`config.mk`:
```
export PLATFORM = sky130hd
export DESIGN_NAME = discharge_limit_ramp
export DESIGN_NICKNAME = d
export VERILOG_FILES = /design/src/rtl/dlr_pkg.sv /design/src/rtl/discharge_limit_ramp.sv
export SDC_FILE = /design/constraint.sdc
export NUM_CORES = 1
export LEC_CHECK = 0
export ABC_AREA = 1
export BUFFER_PORTS_ARGS = -buffer_cell sky130_fd_sc_hd__clkbuf_2
export CAP_MARGIN = 15
export CORE_MARGIN = 3
export CORE_UTILIZATION = 43
export CTS_CLUSTER_SIZE = 10
export DETAILED_ROUTE_END_ITERATION = 10
export GPL_ROUTABILITY_DRIVEN = 0
export GPL_TIMING_DRIVEN = 0
export PLACE_DENSITY = 0.73
export SYNTH_ARGS = -nofsm -noshare
export SYNTH_HDL_FRONTEND = slang
export SYNTH_SLANG_ARGS = --single-unit
export TNS_END_PERCENT = 50
```
`constraint.sdc`:
```
create_clock -name i_clk -period 4.65 [get_ports i_clk]
set_input_delay 0.6975 -clock i_clk [delete_from_list [all_inputs] [get_ports i_clk]]
set_output_delay 0.6975 -clock i_clk [all_outputs]
set_load 0.01 [all_outputs]
```
`src/rtl/dlr_pkg.sv`:
```
`default_nettype none

package dlr_pkg;

    localparam int CodeW    = 8;
    localparam int ChargeW  = 10;
    localparam int LevelW   = 15;
    localparam int InDataW  = 24;
    localparam int OutDataW = 16;
    localparam int CfgAddrW = 2;
    localparam int CfgDataW = 32;

    typedef logic [CodeW-1:0]    t_code;
    typedef logic [ChargeW-1:0]  t_charge;
    typedef logic [LevelW-1:0]   t_level;

    localparam logic [CfgAddrW-1:0] RegRampStep = 2'd0;
    localparam t_level RampStepReset = 15'd16;

    // Target limit in centi-amps over temperature and charge bands.
    function automatic t_level target_lookup(input t_code code, input t_charge charge);
        t_level lim;
        lim = '0;
        priority if (code <= 8'd10 || code > 8'd90) begin
            lim = 15'd0;
        end else if (code <= 8'd20) begin
            lim = (charge <= 10'd100) ? 15'd600 :
                  (charge <= 10'd400) ? 15'd1800 : 15'd3600;
        end else if (code <= 8'd30) begin
            lim = (charge <= 10'd100) ? 15'd3600 :
                  (charge <= 10'd400) ? 15'd6000 : 15'd9600;
        end else if (code <= 8'd50) begin
            lim = (charge <= 10'd100) ? 15'd6000 :
                  (charge <= 10'd400) ? 15'd12000 : 15'd18000;
        end else if (code <= 8'd60) begin
            lim = (charge < 10'd100) ? 15'd6000 :
                  (charge <= 10'd400) ? 15'd14400 : 15'd24000;
        end else begin
            lim = (charge < 10'd100) ? 15'd12000 :
                  (charge <= 10'd400) ? 15'd14400 : 15'd24000;
        end
        return lim;
    endfunction

endpackage

`default_nettype wire

```
`src/rtl/discharge_limit_ramp.sv`:
```
`default_nettype none

// Discharge current limit with ramp. Each request carries a temperature code
// (deg C plus 40) and a state of charge in per mille; a fixed band table gives
// a target in centi-amps, and one result per request reports the ramped limit.
// The first request after reset jumps straight to its target; later ones move
// the limit by ramp_step (APB register at address 0, reset 16) toward a target
// that stays latched until reached, clamping on arrival. Two register stages:
// the table lookup is registered, then the ramp update writes the result
// register. A result is valid once its request has passed both registers,
// and one request is taken every cycle while the output side keeps up.
// Write ramp_step only while no request is in flight.
module discharge_limit_ramp (
    input  wire                             i_clk,
    input  wire                             i_rst_n,
    input  wire                             i_s_tvalid,
    output logic                            o_s_tready,
    // [7:0] temperature_code, [17:8] charge_permille, [23:18] zero
    input  wire  [dlr_pkg::InDataW-1:0]     i_s_tdata,
    output logic                            o_m_tvalid,
    input  wire                             i_m_tready,
    // [14:0] current_limit, [15] zero
    output logic [dlr_pkg::OutDataW-1:0]    o_m_tdata,
    input  wire                             psel,
    input  wire                             penable,
    input  wire                             pwrite,
    input  wire  [dlr_pkg::CfgAddrW-1:0]    paddr,
    input  wire  [dlr_pkg::CfgDataW-1:0]    pwdata,
    output logic [dlr_pkg::CfgDataW-1:0]    prdata,
    output logic                            pready
);
    import dlr_pkg::*;

    t_level r_ramp_step;
    logic   r_s1_valid;
    t_level r_s1_target;
    logic   r_out_valid;
    t_level r_out_level;
    logic   r_started;
    logic   r_ramping;
    t_level r_level;
    t_level r_held;

    logic   s1_adv;
    logic   s_accept;
    logic   step_fire;
    t_level n_level;
    t_level n_held;
    logic   n_ramping;
    t_level held;
    logic [LevelW:0] sum_up;
    logic [LevelW:0] sum_down;

    assign pready = 1'b1;
    assign prdata = (paddr == RegRampStep) ? {{(CfgDataW-LevelW){1'b0}}, r_ramp_step} : '0;

    assign s1_adv     = !r_out_valid || i_m_tready;
    assign o_s_tready = !r_s1_valid || s1_adv;
    assign s_accept   = i_s_tvalid && o_s_tready;
    assign step_fire  = r_s1_valid && s1_adv;

    assign o_m_tvalid = r_out_valid;
    assign o_m_tdata  = {1'b0, r_out_level};

    always_comb begin
        held      = r_ramping ? r_held : r_s1_target;
        sum_up    = {1'b0, r_level} + {1'b0, r_ramp_step};
        sum_down  = {1'b0, held} + {1'b0, r_ramp_step};
        n_level   = r_level;
        n_held    = held;
        n_ramping = r_ramping;
        if (!r_started) begin
            n_level   = r_s1_target;
            n_ramping = 1'b0;
        end else if (r_level == held) begin
            n_ramping = 1'b0;
        end else if (r_level > held) begin
            if (r_ramp_step != '0 && {1'b0, r_level} <= sum_down) begin
                n_level   = held;
                n_ramping = 1'b0;
            end else begin
                n_level   = r_level - r_ramp_step;
                n_ramping = 1'b1;
            end
        end else begin
            if (r_ramp_step != '0 && sum_up >= {1'b0, held}) begin
                n_level   = held;
                n_ramping = 1'b0;
            end else begin
                n_level   = sum_up[LevelW-1:0];
                n_ramping = 1'b1;
            end
        end
    end

    always_ff @(posedge i_clk) begin
        if (!i_rst_n) begin
            r_ramp_step <= RampStepReset;
            r_s1_valid  <= 1'b0;
            r_out_valid <= 1'b0;
            r_started   <= 1'b0;
            r_ramping   <= 1'b0;
            r_level     <= '0;
            r_held      <= '0;
        end else begin
            if (psel && penable && pwrite && paddr == RegRampStep) begin
                r_ramp_step <= pwdata[LevelW-1:0];
            end
            if (o_s_tready) begin
                r_s1_valid <= i_s_tvalid;
            end
            if (s1_adv) begin
                r_out_valid <= r_s1_valid;
            end
            if (step_fire) begin
                r_started <= 1'b1;
                r_ramping <= n_ramping;
                r_level   <= n_level;
                r_held    <= n_held;
            end
        end
    end

    // payload registers
    always_ff @(posedge i_clk) begin
        if (s_accept) begin
            r_s1_target <= target_lookup(i_s_tdata[CodeW-1:0],
                                         i_s_tdata[CodeW+ChargeW-1:CodeW]);
        end
        if (step_fire) begin
            r_out_level <= n_level;
        end
    end

endmodule

`default_nettype wire

```
Yosys cells after proc, flatten, opt, wreduce, memory -nomap -nowiden
Index checks and enable logic that the tools add are counted.
W data, S select, Z words.
{"block": "totals", "memories": 0, "latchBits": 0, "mem_bits_ro": 0, "ramBits": 0, "regBits": 79, "wordCells": 64, "input_bits": 65}
{"block": "op_classes", "div_mod_pow": 0, "eq_ne": 1, "magnitude_cmp": 12, "multipliers": 0, "n_bitwise": 0, "mux": 25, "n_shift": 0, "reduce_logical": 14, "n_addsub": 3}
{"cell": "$mux W15", "count": 16}
{"cell": "$add A15 B15 Y16", "count": 2}
{"cell": "$mux W14", "count": 2}
{"cell": "$mux W12", "count": 2}
{"cell": "$ge A16 B15 Y1", "count": 1}
{"cell": "$le A15 B16 Y1", "count": 1}
{"cell": "$le A8 B5 Y1 const B", "count": 2}
{"cell": "$le A8 B6 Y1 const B", "count": 2}
{"cell": "$eq A15 B15 Y1", "count": 1}
{"cell": "$gt A15 B15 Y1", "count": 1}
{"cell": "$reduce_bool A15 Y1", "count": 1}
{"cell": "$sub A15 B15 Y15", "count": 1}
{"cell": "$le A10 B7 Y1 const B", "count": 1}
{"cell": "$le A10 B9 Y1 const B", "count": 1}
{"cell": "$lt A10 B7 Y1 const B", "count": 1}
{"cell": "$gt A8 B7 Y1 const B", "count": 1}
{"cell": "$le A8 B4 Y1 const B", "count": 1}
{"cell": "$logic_and A1 B1 Y1", "count": 7}
{"cell": "$mux W1", "count": 5}
{"cell": "$logic_or A1 B1 Y1", "count": 3}
{"cell": "$logic_not A1 Y1", "count": 2}
{"cell": "$logic_not A2 Y1", "count": 1}

Logic depth before layout (Yosys ltp)
Gate-level depths: netlist of the first run.
{"block": "logic_depth", "depth_word": 8, "mapped_depth": 36, "depth_no_buf": 35}

Worst setup path before layout of the first run
OpenSTA, ideal clock, no wires.
{"block": "synth_path", "kind": "reg2reg", "from": "register r_ramping", "to": "register r_out_level[1] (data pin)", "n_path_buf": 3, "setup_ps": 250, "arrival_time_ps": 3937, "stages_incl_launch_ff": 30, "required_time_ps": 4400, "synth_period_minus_slack_ps": 4187, "slack_ps": 463, "path_cell_list": "dfxtp_1 -> buf_4 -> inv_1 -> clkbuf_1 -> or2_2 -> o21ai_1 -> inv_1 -> ha_1 -> a21oi_1 -> nor2_1 -> a211oi_1 -> o21ai_2 -> nand3_1 -> nand2_1 -> nand4_1 -> nand2_1 -> xor2_1 -> ha_1 -> nand2_1 -> nor4b_1 -> nand3_1 -> nand3_2 -> nand2_2 -> buf_6 -> nand2_1 -> o211ai_1 -> nand2_1 -> nand2_1 -> nand2_2 -> inv_1"}
{"block": "synth_via", "elab_chain_len": 8, "elab_cells_between_ends": 13}
{"element": "start: declaration", "line": "discharge_limit_ramp.sv:40", "text": "logic r_ramping;"}
{"element": "start signal: assignment", "line": "discharge_limit_ramp.sv:117", "text": "r_ramping <= n_ramping;"}
{"element": "$mux W15 (*)", "line": "discharge_limit_ramp.sv:66", "text": "held = r_ramping ? r_held : r_s1_target;"}
{"element": "via held[4]", "line": "discharge_limit_ramp.sv:50", "text": "t_level held;"}
{"element": "$add A15 B15 Y16", "line": "discharge_limit_ramp.sv:68", "text": "sum_down = {1'b0, held} + {1'b0, r_ramp_step};"}
{"element": "$le A15 B16 Y1", "line": "discharge_limit_ramp.sv:78", "text": "if (r_ramp_step != '0 && {1'b0, r_level} <= sum_down) begin"}
{"element": "$logic_and A1 B1 Y1", "line": "discharge_limit_ramp.sv:78"}
{"element": "$mux W15", "line": "discharge_limit_ramp.sv:78"}
{"element": "$mux W15", "line": "discharge_limit_ramp.sv:77", "text": "end else if (r_level > held) begin"}
{"element": "$mux W15 (*)", "line": "discharge_limit_ramp.sv:75", "text": "end else if (r_level == held) begin"}
{"element": "$mux W15 (*)", "line": "discharge_limit_ramp.sv:72", "text": "if (!r_started) begin"}
{"element": "via n_level[1]", "line": "discharge_limit_ramp.sv:47", "text": "t_level n_level;"}
{"element": "end signal: assignment", "line": "discharge_limit_ramp.sv:131", "text": "r_out_level <= n_level;"}
{"element": "end: declaration", "line": "discharge_limit_ramp.sv:38", "text": "t_level r_out_level;"}
The timed path passes the listed nets; every way through them passes the cells marked *.
A chain may end at the register's enable or synchronous reset.

Final worst setup path of the first run
{"block": "layout_path", "from": "register r_ramping", "to": "register r_out_level[8] (data pin)"}
Same word-level chain as after synthesis.

==> results of run 1 <==
-- worst max-delay path, delay by kind of cell (launching register included) --
kind	cells	cell delay, ns
AND/OR/NAND/NOR	15	1.60
AO/OA/AOI/OAI	5	0.83
buffers and inverters	6	0.71
adder cells (fa/ha/maj)	2	0.52
flip-flops	1	0.32
XOR/XNOR	1	0.19
-- sequential cells by signal, summed over array words and instances (netlist names) --
name and flops:
r_started 1, r_level 15, r_ramping 1, r_out_level 15, o_m_tvalid 1, r_held 15
r_s1_target 12, r_s1_valid 1, r_ramp_step 15
-- cells by family (layout without fill, tap and decap cells) --
group | Yosys count | in the layout | synth area share
and+or+nand+nor | 434 | 434 | 0.262
AOI/OAI and AO/OA | 235 | 235 | 0.176
buffers and inverters | 223 | 332 | 0.129
adders and majority gates | 88 | 88 | 0.151
DFF | 76 | 76 | 0.242
xor gates and xnor gates | 33 | 33 | 0.0390
other | 2 | 19 | 0.00101
-- routing by layer --
| layer | global-route usage | up-vias | part of all wire |
|---|---|---|---|
| met2 | 0.406 | 338 | 0.46 |
| met1 | 0.318 | 3484 | 0.44 |
| li1 | - | 3811 | - |
| met5 | 0 | - | 0.00057 |
| met4 | 0.0665 | 2 | 0.025 |
| met3 | 0.0351 | 52 | 0.079 |
-- synth_stat cells, types with 5 or more instances --
cell / instances
nand3_1: 80
buf_2: 5
nor3_1: 12
dfxtp_1: 49
nor2_1: 79
nand4_1: 14
nand2_2: 15
ha_1: 86
o21ai_1: 6
a31oi_1: 5
buf_4: 21
or2_2: 15
o21ai_0: 66
nand2_1: 198
xor2_1: 29
edfxtp_1: 27
nor2_2: 7
inv_2: 5
inv_1: 171
a21oi_1: 119
o211ai_1: 7
clkbuf_1: 14
-- worst min path at each step --
stage / start / to / cells after the start
global placement: r_held[0] / r_held[0] / 2
floorplan: r_held[0] / r_held[0] / 2
global route: r_held[0] / r_held[0] / 2
CTS: r_held[0] / r_held[0] / 2
detailed placement: r_held[0] / r_held[0] / 2
finish: r_held[0] / r_held[0] / 2
-- cells in the final DEF, fill, tap and decap left out, types with 8 or more instances in the layout --
master,instances
conb_1,19
nor3_1,11
dfxtp_1,49
nand2_2,18
clkbuf_1,12
a21oi_2,9
nand3_1,78
a21oi_1,113
clkbuf_16,10
edfxtp_1,27
ha_1,77
nor2_1,78
ha_4,8
o21ai_0,58
inv_1,162
buf_4,39
nand2_1,194
nand4_1,14
or2_2,14
clkbuf_2,74
inv_2,14
nor2_2,8
xor2_1,29
-- area by class of cell --
class,count,share of cell area
flip-flops and latches,76,0.200
multi-input cells,809,0.565
clock buffers,10,0.0267
plain buffers,45,0.0342
well taps,220,0.0308
inverters,178,0.0748
repair buffers,93,0.0605
clock inverters,6,0.00798
-- power breakdown --
group | switching (mW) | internal, mW
Sequential | 0.0469 | 0.735
Clock | 0.299 | 0.435
Combinational | 0.595 | 0.356
-- what timing repair did --
item	in CTS	in global routing
resized for setup	35	47
setup endpoints to repair	31	31
setup buffers	2	16
pin swaps	3	11
gates cloned	0	1
==> impl_metrics.yaml, run 1 <==
worst_setup_path:
  timing.rr.start: "r_ramping"
  crit_fanout: 10
  reg2reg_slack_ns: 0.20
  rr_worst_depth: 29
  slowest_delay_ns: 0.32
  r2r_end: "r_out_level[8]"
  cp_data_arrival_time_ns: 4.55
  path_common_cell: "nand2_1"
  cp-endpoint: "r_out_level[8]"
  critPathLaunch: "r_ramping"
  worstSetupStartpointType: "flop"
  required_ns: 4.75
  path_class: "flop to flop"
  end_kind: "flop"
  cp_slowest_cell: "dfxtp_1"
floorplanning:
  top_level_ports: 116
  die_h_um: 137
  die_x_um: 137
  core_sq_mm: 0.0167
  rows: 47
  dieArea_sq_mm: 0.0188
  floorplan.initialDensity: 0.443
detailed_routing:
  ant_nets: 0
  vias: 7687
  routedWlPerCell_um: 15.9
  vias_per_cell: 5.35
  wl_um: 22800
  drt_iter0_drc: 709
  drc: 0
  dr.pass1.iters: 6
layout:
  regArea_sq_mm: 0.00179
  fin_cells: 1437
  syn_to_final_growth_pct: 20.7
  n_antenna_cell: 0
  multi_input_area_sq_mm: 0.00505
  drive_gt1_frac: 0.202
  utilization: 0.535
  fin_nets: 1365
  fillers: 1599
  fin_area_sq_mm: 0.00894
synthesis:
  synth_area_sq_mm: 0.00740
  ys_types: 53
  synth_area_leaders: "ha_1 15%, dfxtp_1 13%, edfxtp_1 11%, nand2_1 10%, inv_1 8.7%"
  yosysTopAreaCell: "ha_1"
  seq_area_frac_synth: 0.242
  synth_top_area_frac: 0.145
  synth_warnings: 0
  synth_cells: 1091
  avgSynthCellArea_sq_um: 6.79
  synth_flop_cell: "dfxtp_1"
  ys_seq_elements: 76
  async_reset_ff_frac: 0
  synth_edf_count: 27
min_path:
  worstHoldPathType: "flop to flop"
sta:
  worstMarginPinSlew_ns: 0.986
  tns_ns: 0
  clock_skew_ns: 0.00713
  hold_viol: 0
  min_period_over_period: 0.958
  max_freq_mhz: 225
  slew_headroom: 0.336
  timing.final.ws_setup_ns: 0.196
  setup_viol: 0
  slew_viol_final: 0
  hold_slack_ns: 0.458
  period_needed_ns: 4.45
clocking:
  cts_tree: "done"
  cts_buffer_depth: 2
  ctsHoldBuffers: 0
  cts_inserted_buffers: 9
  worst_skew_pair.late_latency_ns: 0.35
  cts.sink_count: 76
  cts_max_level: 3
  clock-root-buffer: "clkbuf_16"
  path_clk_slew_ns: 0.06
outcome:
  outcome: "completed"
placement:
  io_buffers: 73
  placed_area_sq_mm: 0.00812
  pre_cts_slack_ns: -0.562
  dp.cells: 1402
  hpwl_um: 17600
power:
  p_leak_nw: 4.66
  powerDensity_mw_per_mm2: 276
  finalPower_mw: 2.47
  ir_worst_vdd_mv: 0.220
global_route:
  grt_max_degree: 15
  grt_pass1_wl_um: 35700
  grt.total_usage: 0.240
  grt_pass1_vias: 6995
  antenna_found_initial: 1
  overflow: 0
run:
  maxCapViolations: 0
Power figures use the tool's default switching activity.
==> run 2, diff against run 1 <==
--- a/config.mk
+++ b/config.mk
@@ -8,6 +8,7 @@
 export ABC_AREA = 1
 export BUFFER_PORTS_ARGS = -buffer_cell sky130_fd_sc_hd__clkbuf_2
 export CAP_MARGIN = 15
+export CORE_ASPECT_RATIO = 1.4
 export CORE_MARGIN = 3
 export CORE_UTILIZATION = 43
 export CTS_CLUSTER_SIZE = 10
==> run 2 against run 1 <==
Against the previous run:
- die area grew 0.12%
- via count rose by 3.7%
- wire length is 8.3% higher
- clock skew up 0.0029 ns
- first-iteration DRC count is 20% lower
==> impl_metrics.yaml, run 2 (same netlist as run 1, synthesis figures left out) <==
layout:
  fin_nets: 1368
  fin_cells: 1423
  utilization: 0.531
  final_cell_mix: "192 x nand2_1, 163 x inv_1, 114 x a21oi_1, 78 x nor2_1, 78 x nand3_1"
  syn_to_final_growth_pct: 20.7
  multi_input_area_sq_mm: 0.00501
  final_common_cell: "nand2_1"
  drive_gt1_frac: 0.202
  regArea_sq_mm: 0.00179
  fillers: 1583
  n_antenna_cell: 0
floorplanning:
  core_sq_mm: 0.0168
  rows: 56
  floorplan.initialDensity: 0.440
  dieArea_sq_mm: 0.0189
  die_h_um: 161
  top_level_ports: 116
  die_x_um: 117
detailed_routing:
  vias: 7972
  drc: 0
  vias_per_cell: 5.60
  wl_um: 24700
  drt_iter0_drc: 566
  ant_nets: 0
  dr.pass1.iters: 5
  routedWlPerCell_um: 17.3
sta:
  hold_viol: 0
  tns_ns: 0
  clock_skew_ns: 0.0101
  worstMarginPinSlew_ns: 0.979
  slew_viol_final: 0
  setup_viol: 0
  period_needed_ns: 4.52
  hold_slack_ns: 0.480
  max_freq_mhz: 221
  timing.final.ws_setup_ns: 0.131
  min_period_over_period: 0.972
  slew_headroom: 0.340
global_route:
  grt_max_degree: 19
  overflow: 0
  grt_pass1_vias: 7441
  grt_pass1_wl_um: 36900
  grt.total_usage: 0.252
  antenna_found_initial: 0
placement:
  pre_cts_slack_ns: -0.643
  hpwl_um: 19000
  io_buffers: 73
  dp.cells: 1385
min_path:
  worstHoldPathType: "flop to flop"
worst_setup_path:
  end_kind: "flop"
  cp_slowest_cell: "dfxtp_1"
  reg2reg_slack_ns: 0.13
  crit_fanout: 10
  path_class: "flop to flop"
  slowest_delay_ns: 0.31
  required_ns: 4.74
  path_common_cell: "nand2_1"
  worstSetupStartpointType: "flop"
  cp_data_arrival_time_ns: 4.61
power:
  cellInternalPower_mw: 1.57
  powerDensity_mw_per_mm2: 284
  p_leak_nw: 4.67
  switching_power_mw: 0.969
  swShare: 0.381
  ir_worst_vdd_mv: 0.201
  power_frac_comb: 0.378
  clkPwrFrac: 0.312
  p_seq_frac: 0.310
clocking:
  path_clk_slew_ns: 0.07
  cts_buffer_depth: 2
  cts_inserted_buffers: 9
  clock-root-buffer: "clkbuf_16"
  cts_tree: "done"
  cts_max_level: 3
  cts.sink_count: 76
  worst_skew_pair.late_latency_ns: 0.35
outcome:
  outcome: "completed"
run:
  maxCapViolations: 0
## run 2: stage by stage
| stage | power [mW] | cell area (sq um) |
|---|---|---|
| 4_1_cts | 2.45 | 8590 |
| 6_report | 2.54 | 8940 |
| 3_5_place_dp | 1.64 | 8120 |
| 2_1_floorplan | 1.39 | 7470 |
| 3_3_place_gp | 1.63 | 8090 |
| 5_1_grt | 2.67 | 8940 |
## run 2: path summary, 6_finish.rpt
| check | to | startpoint | cells after the start |
|---|---|---|---|
| worst max-delay path | r_out_level[8] | r_ramping | 31 |
| worst min-delay path | r_held[0] | r_held[0] | 2 |
| worst max register to register | r_out_level[8] | r_ramping | 31 |
| worst min register to register | r_held[0] | r_held[0] | 2 |
## run 2: area by class of cell
class | count | share of cell area
multi-input combinational | 810 | 0.561
sequential | 76 | 0.200
inverter | 178 | 0.0748
timing repair buffer | 95 | 0.0650
buffer | 45 | 0.0342
tap | 203 | 0.0284
clock buffer | 10 | 0.0256
clock inverter | 6 | 0.0108
## run 2: metal layers
layer	share of wire	GRT usage	up-vias
met5	0	0	-
met4	0.082	0.163	0
met3	0.073	0.0412	131
met2	0.48	0.439	436
met1	0.37	0.274	3574
li1	-	-	3831
## run 2: power by group through the flow
stage	clock (mW)	sequential [mW]	combinational, mW
after detailed placement	0	0.795	0.845
after global routing	0.824	0.789	1.06
after floorplan	0	0.776	0.616
after global placement	0	0.795	0.831
after CTS	0.792	0.783	0.874
final	0.792	0.789	0.961
## run 2: what timing repair did
item / in CTS / in global routing
hold buffers: 0 / 0
resized for setup: 36 / 42
setup endpoints to repair: 31 / 30
gates cloned: 0 / 2
pin swaps: 3 / 20
setup buffers: 0 / 20
## run 2: worst max-delay path, delay by kind of cell (launching register included)
kind	cells	cell delay, ns
AND/OR/NAND/NOR	17	1.70
buffers and inverters	6	0.74
adder cells (fa/ha/maj)	3	0.65
AO/OA/AOI/OAI	4	0.69
flip-flops	1	0.31
XOR/XNOR	1	0.16
==> run 3, diff against run 2 <==
--- a/config.mk
+++ b/config.mk
@@ -5,11 +5,10 @@
 export SDC_FILE = /design/constraint.sdc
 export NUM_CORES = 1
 export LEC_CHECK = 0
-export ABC_AREA = 1
+export ABC_AREA = 0
 export BUFFER_PORTS_ARGS = -buffer_cell sky130_fd_sc_hd__clkbuf_2
 export CAP_MARGIN = 15
 export CORE_ASPECT_RATIO = 1.4
-export CORE_MARGIN = 3
 export CORE_UTILIZATION = 43
 export CTS_CLUSTER_SIZE = 10
 export DETAILED_ROUTE_END_ITERATION = 10
==> run 3 against run 2 <==
Against the previous run:
- synthesized area is 2.3% lower
- clock skew increased by 0.0039 ns
- wire length fell by 3.1%
- combinational power fell by 9.3%
- fmax down 9.2%
- worst hold slack worse by 0.053 ns
- clock-buffer cell count shrank 1
- largest power group unchanged
- the flow now finishes with violations (design-rule violations, negative setup slack)
==> impl_metrics.yaml, run 3 <==
outcome:
  outcome: "finished, violations left"
  failed_checks: "design-rule violations, negative setup slack"
sta:
  slew_headroom: 0.491
  hold_viol: 0
  worstMarginPinSlew_ns: 0.742
  grt_setup_unrepaired: "true"
  setup_viol: 24
  timing.final.ws_setup_ns: -0.327
  max_freq_mhz: 201
  clock_skew_ns: 0.0140
  period_needed_ns: 4.98
  slew_viol_final: 0
  min_period_over_period: 1.07
  hold_slack_ns: 0.427
synthesis:
  synth_area_leaders: "ha_1 15%, dfxtp_1 14%, edfxtp_1 11%, a21oi_1 5.1%, nand2_1 4.7%"
  synth_flop_cell: "dfxtp_1"
  synth_top_area_frac: 0.149
  synth_edf_count: 27
  yosysMostFrequentCell: "nand2_1"
  async_reset_ff_frac: 0
  avgSynthCellArea_sq_um: 7.96
  ys_types: 78
  synth_cells: 909
  synth_warnings: 0
  synth_area_sq_mm: 0.00723
  seq_area_frac_synth: 0.248
  yosysTopAreaCell: "ha_1"
  ys_seq_elements: 76
  synth.cells.most_frequent: "90 x nand2_1, 86 x ha_1, 86 x nor2_1"
global_route:
  grt.total_usage: 0.273
  met2_usage: 0.462
  top_usage_layer: "met2"
  grt_use_met3: 0.0382
  antenna_found_initial: 0
  grtUsageMet1: 0.301
  grt_max_degree: 16
  grt_pass1_vias: 7232
  overflow: 0
  grt_pass1_wl_um: 36800
clocking:
  path_clk_slew_ns: 0.06
  cts_max_level: 3
  clock-root-buffer: "clkbuf_16"
  worst_skew_pair.late_latency_ns: 0.35
  cts_tree: "done"
  cts_inserted_buffers: 9
  cts_buffer_depth: 2
  cts.sink_count: 76
worst_setup_path:
  timing.rr.start: "r_ramping"
  critPathBufInv: 5
  path_common_cell: "a211oi_2"
  worstSetupStartpointType: "flop"
  rr_worst_depth: 25
  crit_fanout: 7
  r2r_end: "r_out_level[5]"
  end_kind: "flop"
  critPathTopFamily: "compound AO/OA/AOI/OAI gates"
  path_class: "flop to flop"
  cp_slowest_cell: "a31oi_4"
  cp_data_arrival_time_ns: 5.06
  slowest_delay_ns: 0.35
  reg2reg_slack_ns: -0.33
  required_ns: 4.73
floorplanning:
  floorplan.initialDensity: 0.444
  dieArea_sq_mm: 0.0174
  top_level_ports: 116
  rows: 55
  die_h_um: 155
  core_sq_mm: 0.0163
  die_x_um: 112
min_path:
  worstHoldPathType: "flop to flop"
  whs_path_depth: 2
  whs_endpoint: "r_held[0]"
  hp-start: "r_held[0]"
layout:
  final_cell_mix: "88 x nand2_1, 82 x ha_1, 80 x nor2_1, 74 x clkbuf_2, 62 x buf_4"
  fin_nets: 1209
  syn_to_final_growth_pct: 27.2
  fillers: 1431
  drive_gt1_frac: 0.254
  n_antenna_cell: 0
  final_common_cell: "nand2_1"
  utilization: 0.564
detailed_routing:
  dr.pass1.iters: 10
  drt_iter0_drc: 545
  vias_per_cell: 6.04
  vias: 7610
  drc: 2
  ant_nets: 0
  routedWlPerCell_um: 19.0
  wl_um: 23900
run:
  maxCapViolations: 0
power:
  p_leak_nw: 4.03
  finalPower_mw: 2.42
  ir_worst_vdd_mv: 0.182
  powerDensity_mw_per_mm2: 263
placement:
  io_buffers: 73
  hpwl_um: 17700
-- run 3: changes by cell type after synthesis, sizes merged, moves of 19 or more --
cell    change
nand2     -127
inv       -123
nand3      -55
a21oi      -49
o21ai      -28
a211oi     +26
xnor2      +19
xor2       -19
-- run 3: how the worst max path moves through the flow --
stage / startpoint / to / slack [ns] / cells past startpoint
after detailed placement: r_ramping / r_out_level[5] / -1.09 / 22
final: r_ramping / r_out_level[5] / -0.33 / 25
after global placement: r_ramping / r_out_level[5] / -1.01 / 22
after global routing: r_ramping / r_out_level[5] / -0.40 / 25
after floorplan: r_ramping / r_out_level[11] / 0.05 / 24
after CTS: r_ramping / r_out_level[1] / -0.12 / 25
-- run 3: power breakdown --
part	internal (mW)	leakage [nW]	switching, mW
Combinational	0.369	3.21	0.503
Sequential	0.730	0.665	0.0443
Clock	0.469	0.156	0.310
-- run 3: what timing repair did --
item,CTS,global route
setup buffers,28,19
cloned,0,0
pin swaps,48,50
hold buffers,0,0
endpoints found under the setup margin,31,31
gates resized for setup,72,44
-- run 3: worst register-to-register path, cell delays in order, from the launching register on --
cell       delay (ns)
dfxtp_2          0.34
buf_8            0.14
buf_12           0.15
mux2i_4          0.26
inv_2            0.10
ha_4             0.29
or2_4            0.12
a21oi_4          0.05
a211oi_2         0.28
nor2_2           0.08
o21ai_2          0.18
a21o_1           0.16
a21oi_2          0.06
xor2_1           0.16
ha_1             0.33
buf_4            0.12
and3_4           0.18
nand3_4          0.11
nor4_4           0.25
a211oi_2         0.09
a31oi_4          0.35
buf_6            0.16
nor2_4           0.06
a22o_1           0.27
a211oi_2         0.31
o2bb2ai_1        0.15
-- run 3: kinds of logic after synthesis --
family,after synthesis,synth area share
AOI/OAI and AO/OA,280,0.266
muxes,17,0.0237
xor gates and xnor gates,33,0.0400
buffers and inverters,115,0.0744
other,2,0.00104
and+or+nand+nor,297,0.191
adders and majority gates,89,0.156
DFF,76,0.248
-- run 3: area by class of cell --
type                       instances  area [sq um]  area share
timing repair buffer             120           766      0.0832
clock buffer                       9           225      0.0245
clock inverter                     6          87.6     0.00951
sequential                        76          1790       0.195
inverter                          55           206      0.0224
multi-input combinational        735          5520       0.600
buffer                            59           357      0.0387
tap                              199           249      0.0270
-- run 3: metal layers --
layer,share of wire,wire [um],up-vias
met3,0.061,1450,140
met4,0.098,2340,0
met1,0.38,9080,3498
met2,0.46,11000,389
met5,0,0,-
li1,-,-,3583
-- run 3: per-stage QoR --
| stage | setup slack (ns) | cell area (sq um) | setup TNS, ns | cells |
|---|---|---|---|---|
| finish | -0.327 | 9210 | -3.16 | 1259 |
| global route | -0.396 | 9210 | -6.75 | 1259 |
| CTS | -0.122 | 8860 | -1.70 | 1240 |
| detailed placement | -1.09 | 7980 | -24.15 | 1199 |
| global placement | -1.01 | 7960 | -22.18 | 1198 |
| floorplan | 0.0549 | 7350 | 0 | 926 |
